==> src/rtl/dbam_pkg.sv <==
// Shared constants, types and opcodes for the DRAM bank access monitor.
// No dependencies.
`default_nettype none
package dbam_pkg;
	localparam int NUM_BANKS_D       = 128;
	localparam int LAYER_BANKS_D     = 16;
	localparam int BANK_BIT_OFFSET_D = 6;
	localparam int LAYER_BITS_D      = 3;

	localparam logic [1:0] OP_READ   = 2'd0;
	localparam logic [1:0] OP_WRITE  = 2'd1;
	localparam logic [1:0] OP_SNAP   = 2'd2;
	localparam logic [1:0] OP_UNUSED = 2'd3;

	localparam logic [1:0] REG_ACC   = 2'd0;
	localparam logic [1:0] REG_DELAY = 2'd1;
	localparam logic [1:0] REG_ILV   = 2'd2;

	localparam logic [23:0] ACC_RESET   = 24'd1000;
	localparam logic [23:0] DELAY_RESET = 24'd20;
	localparam logic [10:0] ILV_RESET   = 11'd1;

	// Status handed from the divider unit.
	typedef struct packed {
		logic        busy;
		logic        done;
	} div_stat_t;
endpackage
`default_nettype wire

==> src/rtl/dbam_div.sv <==
// Radix-2 restoring divider, one quotient bit per cycle.
// Depends on dbam_pkg.
`default_nettype none
module dbam_div #(
	parameter int NW = 48,
	parameter int DW = 26
) (
	input  wire logic              clk,
	input  wire logic              arst_n,
	input  wire logic              go,
	input  wire logic [NW-1:0]     num,
	input  wire logic [DW-1:0]     den,
	output dbam_pkg::div_stat_t    stat,
	output logic [NW-1:0]          quo,
	output logic [DW-1:0]          rem
);
	import dbam_pkg::*;
	localparam int CW = $clog2(NW + 1);
	logic [CW-1:0] cnt_q;
	logic [NW-1:0] q_q;
	logic [DW-1:0] r_q, d_q;
	logic          busy_q, done_q;
	logic [DW:0]   sh;
	logic [DW:0]   diff;

	assign sh   = {r_q, q_q[NW-1]};
	assign diff = sh - {1'b0, d_q};

	always_ff @(posedge clk or negedge arst_n) begin
		if (!arst_n) begin
			busy_q <= 1'b0;
			done_q <= 1'b0;
			cnt_q  <= '0;
		end else begin
			done_q <= 1'b0;
			if (go) begin
				busy_q <= 1'b1;
				cnt_q  <= CW'(NW);
			end else if (busy_q) begin
				cnt_q <= cnt_q - 1'b1;
				if (cnt_q == CW'(1)) begin
					busy_q <= 1'b0;
					done_q <= 1'b1;
				end
			end
		end
	end

	always_ff @(posedge clk) begin
		if (go) begin
			q_q <= num;
			r_q <= '0;
			d_q <= den;
		end else if (busy_q) begin
			if (!diff[DW]) begin
				r_q <= diff[DW-1:0];
				q_q <= {q_q[NW-2:0], 1'b1};
			end else begin
				r_q <= sh[DW-1:0];
				q_q <= {q_q[NW-2:0], 1'b0};
			end
		end
	end

	assign stat.busy = busy_q;
	assign stat.done = done_q;
	assign quo = q_q;
	assign rem = r_q;
endmodule
`default_nettype wire
==> config.mk <==
export PLATFORM = sky130hd
export DESIGN_NAME = dbam_div
export DESIGN_NICKNAME = d
export VERILOG_FILES = /design/src/rtl/dbam_pkg.sv /design/src/rtl/dbam_div.sv
export SDC_FILE = /design/constraint.sdc
export NUM_CORES = 1
export LEC_CHECK = 0
export CAP_MARGIN = 20
export CORE_ASPECT_RATIO = 0.8
export CORE_MARGIN = 2
export CORE_UTILIZATION = 50
export CTS_BUF_LIST = sky130_fd_sc_hd__clkbuf_8 sky130_fd_sc_hd__clkbuf_16
export CTS_CLUSTER_SIZE = 14
export DETAILED_ROUTE_END_ITERATION = 10
export DONT_BUFFER_PORTS = 1
export GPL_TIMING_DRIVEN = 0
export PLACE_DENSITY = 0.69
export SYNTH_ARGS = -nofsm -noshare
export SYNTH_HDL_FRONTEND = slang
export SYNTH_SLANG_ARGS = --single-unit
==> constraint.sdc <==
create_clock -name clk -period 4.03 [get_ports clk]
set_clock_uncertainty 0.1 [all_clocks]
set_input_delay 0.806 -clock clk [delete_from_list [all_inputs] [get_ports clk]]
set_output_delay 0.806 -clock clk [all_outputs]
set_load 0.005 [all_outputs]
==> flow_metrics.tcl <==
set metrics [dict create \
    use_met2_pct 32.9 \
    start_kind "register" \
    synthesis.nets 634 \
    fin_crit_sh_pct 86.5 \
    power_frac_seq_pct 38.7 \
    r2r-end "rem[21]" \
    htree_levels 3 \
    grt_pass1_wl_microns 21100 \
    synthArstFlopShare_pct 7.41 \
    slew_viol_final 0 \
    rsz0062_at_grt "no" \
    numCtsBuffers 9 \
    initial_core_util_pct 51.9 \
    port_buffers 0 \
    rr_startpoint "quo[47]" \
    crit_path_max_fanout 10 \
    swShare_pct 38.4 \
    p_switching_mw 1.61 \
    postSynthCellCount 528 \
    timing.critical_path.mode_cell "inv_1" \
    outcome "finished, final reports clean" \
    slew_headroom_pct 47.4 \
    drive_gt1_share_pct 20.7 \
    die_area_sq_um 13000 \
    finalSetupTns_ns 0 \
    fill_cells 975 \
    clockBufferDepth 2 \
    clk_pin_slew_worst_paths_ns 0.08 \
    end_kind "register" \
    ys_seq_area_share_pct 48.5 \
    met1_usage_pct 28.3 \
    slowest_stage "edfxtp_1" \
    setup_violations 0 \
    cts_tree "done" \
    worst-setup-path-type "register to register" \
    area_growth_pct 8.59 \
    grt_usage_pct 20.7 \
    combPwrFrac_pct 39.3 \
    postCtsSetupBuffers 0 \
    yosys-top-cells-area "edfxtp_1, mux2_2, dfxtp_1, ha_1, a311oi_2" \
    yosysWarnings 0 \
    ys_types 65 \
    viasPerCell 5.86 \
    tightest_slew_ns 0.789 \
    cts.sinks 108 \
    core_area_sq_um 11700 \
    layout_commonest_cell "edfxtp_1" \
    reg2reg_slack_ns 0.54 \
    finalCriticalPeriod_ns 3.49 \
    pwr-share-clk_pct 22.0 \
    hpwlAfterDp_microns 10000 \
    drtIter0Drc 342 \
    cts_hold_buf 0 \
    n_antenna_cell 0 \
    routed_wl_microns 13500 \
    synth-edff-count 74 \
    critPathArrivalTime_ns 3.65 \
    p_int_mw 2.58 \
    max_freq_mhz 287 \
    antenna_found_initial 0 \
    drv_cap 0 \
    wire_per_inst_microns 19.5 \
    mostFrequentLayoutCells "edfxtp_1, nand2_1, mux2_2, nor2_1, inv_1" \
    vias 4063 \
    power_density_nw_per_um2 636 \
    firstDrtPassIters 4 \
    syn_avg_cell_area_sq_um 11.5 \
    yosysTopAreaCell "edfxtp_1" \
    critPathMaxStageDelay_ns 0.46 \
    crit_path_cell_trace "inv_1 > ha_1 > inv_1 > fa_1 > a211oi_2 > o211ai_1 > a22oi_2 > a211oi_4 > a21oi_4 > xnor2_4 > buf_2 > nand2_1 > a311oi_2" \
    ir_worst_vdd_uv 312 \
    fp.dieW_microns 127 \
    grt_overflow 0 \
    required_ns 4.19 \
    nets 646 \
    hp-class "primary input to async pin" \
    num_io_pins 153 \
    synthesis.area_sq_um 6070 \
    synth_top_area_share_pct 36.6 \
    grt.met3_usage_pct 6.12 \
    post-route-util_pct 56.4 \
    grt_max_degree 43 \
    gp_congestion 0.854 \
    hold_violations 0 \
    ff2ff_path_depth 13 \
    top_usage_layer "met2" \
    ys_ff_latch 108 \
    row_count 35 \
    clockRootBuffer "clkbuf_16" \
    synthFlopType "edfxtp_1" \
    cts_resized 0 \
    p_leak_nw 2.61 \
    ant_nets 0 \
    grt_pass1_vias 4010 \
    route.detailed.drc 0 \
    fp.dieH_microns 103 \
    clk_latency_ns 0.35 \
]
[worst max-delay path: cells and delay by family, from the launching register on]
kind	cells	cell delay (ns)
AOI/OAI and AO/OA	6	1.45
xor gates and xnor gates	1	0.18
adders and majority gates	2	0.62
buffers and inverters	3	0.44
DFF	1	0.46
and+or+nand+nor	1	0.13
[sequential cells by signal (all words and copies together), names as in the netlist]
| register | cells |
|---|---|
| quo | 48 |
| done_q | 1 |
| rem | 26 |
| busy_q | 1 |
| d_q | 26 |
| cnt_q | 6 |
[layout make-up]
type	count	area, sq um	share of cell area (%)
Buffer	28	148	2.24
Tap cell	148	185	2.81
Inverter	34	128	1.94
Clock inverter	7	91.3	1.39
Timing Repair Buffer	1	20.0	0.304
Sequential cell	108	2940	44.6
Clock buffer	9	225	3.42
Multi-Input combinational cell	358	2850	43.3
[through the flow]
| step | worst slack (ns) | cells | power (mW) | hold WS (ns) | instance area (sq um) |
|---|---|---|---|---|---|
| after floorplan | 1.13 | 528 | 2.92 | 0.380 | 6070 |
| after global placement | 0.618 | 676 | 3.22 | 0.402 | 6260 |
| after detailed placement | 0.585 | 677 | 3.28 | 0.399 | 6280 |
| after CTS | 0.559 | 693 | 4.20 | 0.0373 | 6590 |
| after global routing | 0.334 | 693 | 4.46 | 0.0302 | 6590 |
| final | 0.542 | 693 | 4.20 | 0.0454 | 6590 |
[power by group through the flow]
stage	sequential (mW)	combinational [mW]	clock, mW
global route	1.66	1.83	0.976
floorplan	1.57	1.35	0
detailed placement	1.65	1.62	0
finish	1.62	1.65	0.922
global placement	1.65	1.58	0
CTS	1.63	1.64	0.940
[synth_stat cells, types with 3 or more instances]
master     n
edfxtp_1  74
nand2_1   55
mux2_2    47
nor2_1    43
inv_1     34
ha_1      28
dfxtp_1   26
a311oi_2  20
a21oi_1   19
clkbuf_1  18
a21o_1    14
xnor2_1   14
xor2_1    13
o21ai_0   11
dfrtp_1    8
nand2b_1   8
nand3_1    6
nor3b_1    6
o21a_1     6
buf_4      5
nor3_1     5
a211oi_1   4
o31ai_1    4
a31oi_1    3
buf_6      3
nand4_1    3
o211ai_1   3
o22ai_1    3
[layer usage]
metal	routed length [microns]	vias to the layer above
li1	-	1943
met5	0	-
met2	6440	120
met4	161	0
met3	1000	16
met1	5880	1984
[cells by family (layout without fill, tap and decap cells)]
logic type,Yosys count,after routing,share of synthesized area [%]
adder cells (fa/ha/maj),29,29,6.10
XOR/XNOR,29,29,4.62
buffers and inverters,62,79,4.53
flip-flops,108,108,48.5
multiplexers,48,48,8.88
AND/OR/NAND/NOR,144,144,11.3
AO/OA/AOI/OAI,108,108,16.1
[how the worst max path moves through the flow]
stage	start	end	slack [ns]	cells past startpoint
2_1_floorplan	quo[47]	rem[21]	1.13	13
3_5_place_dp	quo[47]	rem[21]	0.58	13
4_1_cts	quo[47]	rem[21]	0.56	13
3_3_place_gp	quo[47]	rem[21]	0.62	13
6_report	quo[47]	rem[21]	0.54	13
5_1_grt	quo[47]	rem[21]	0.33	13
(Power assumes the default switching activity.)
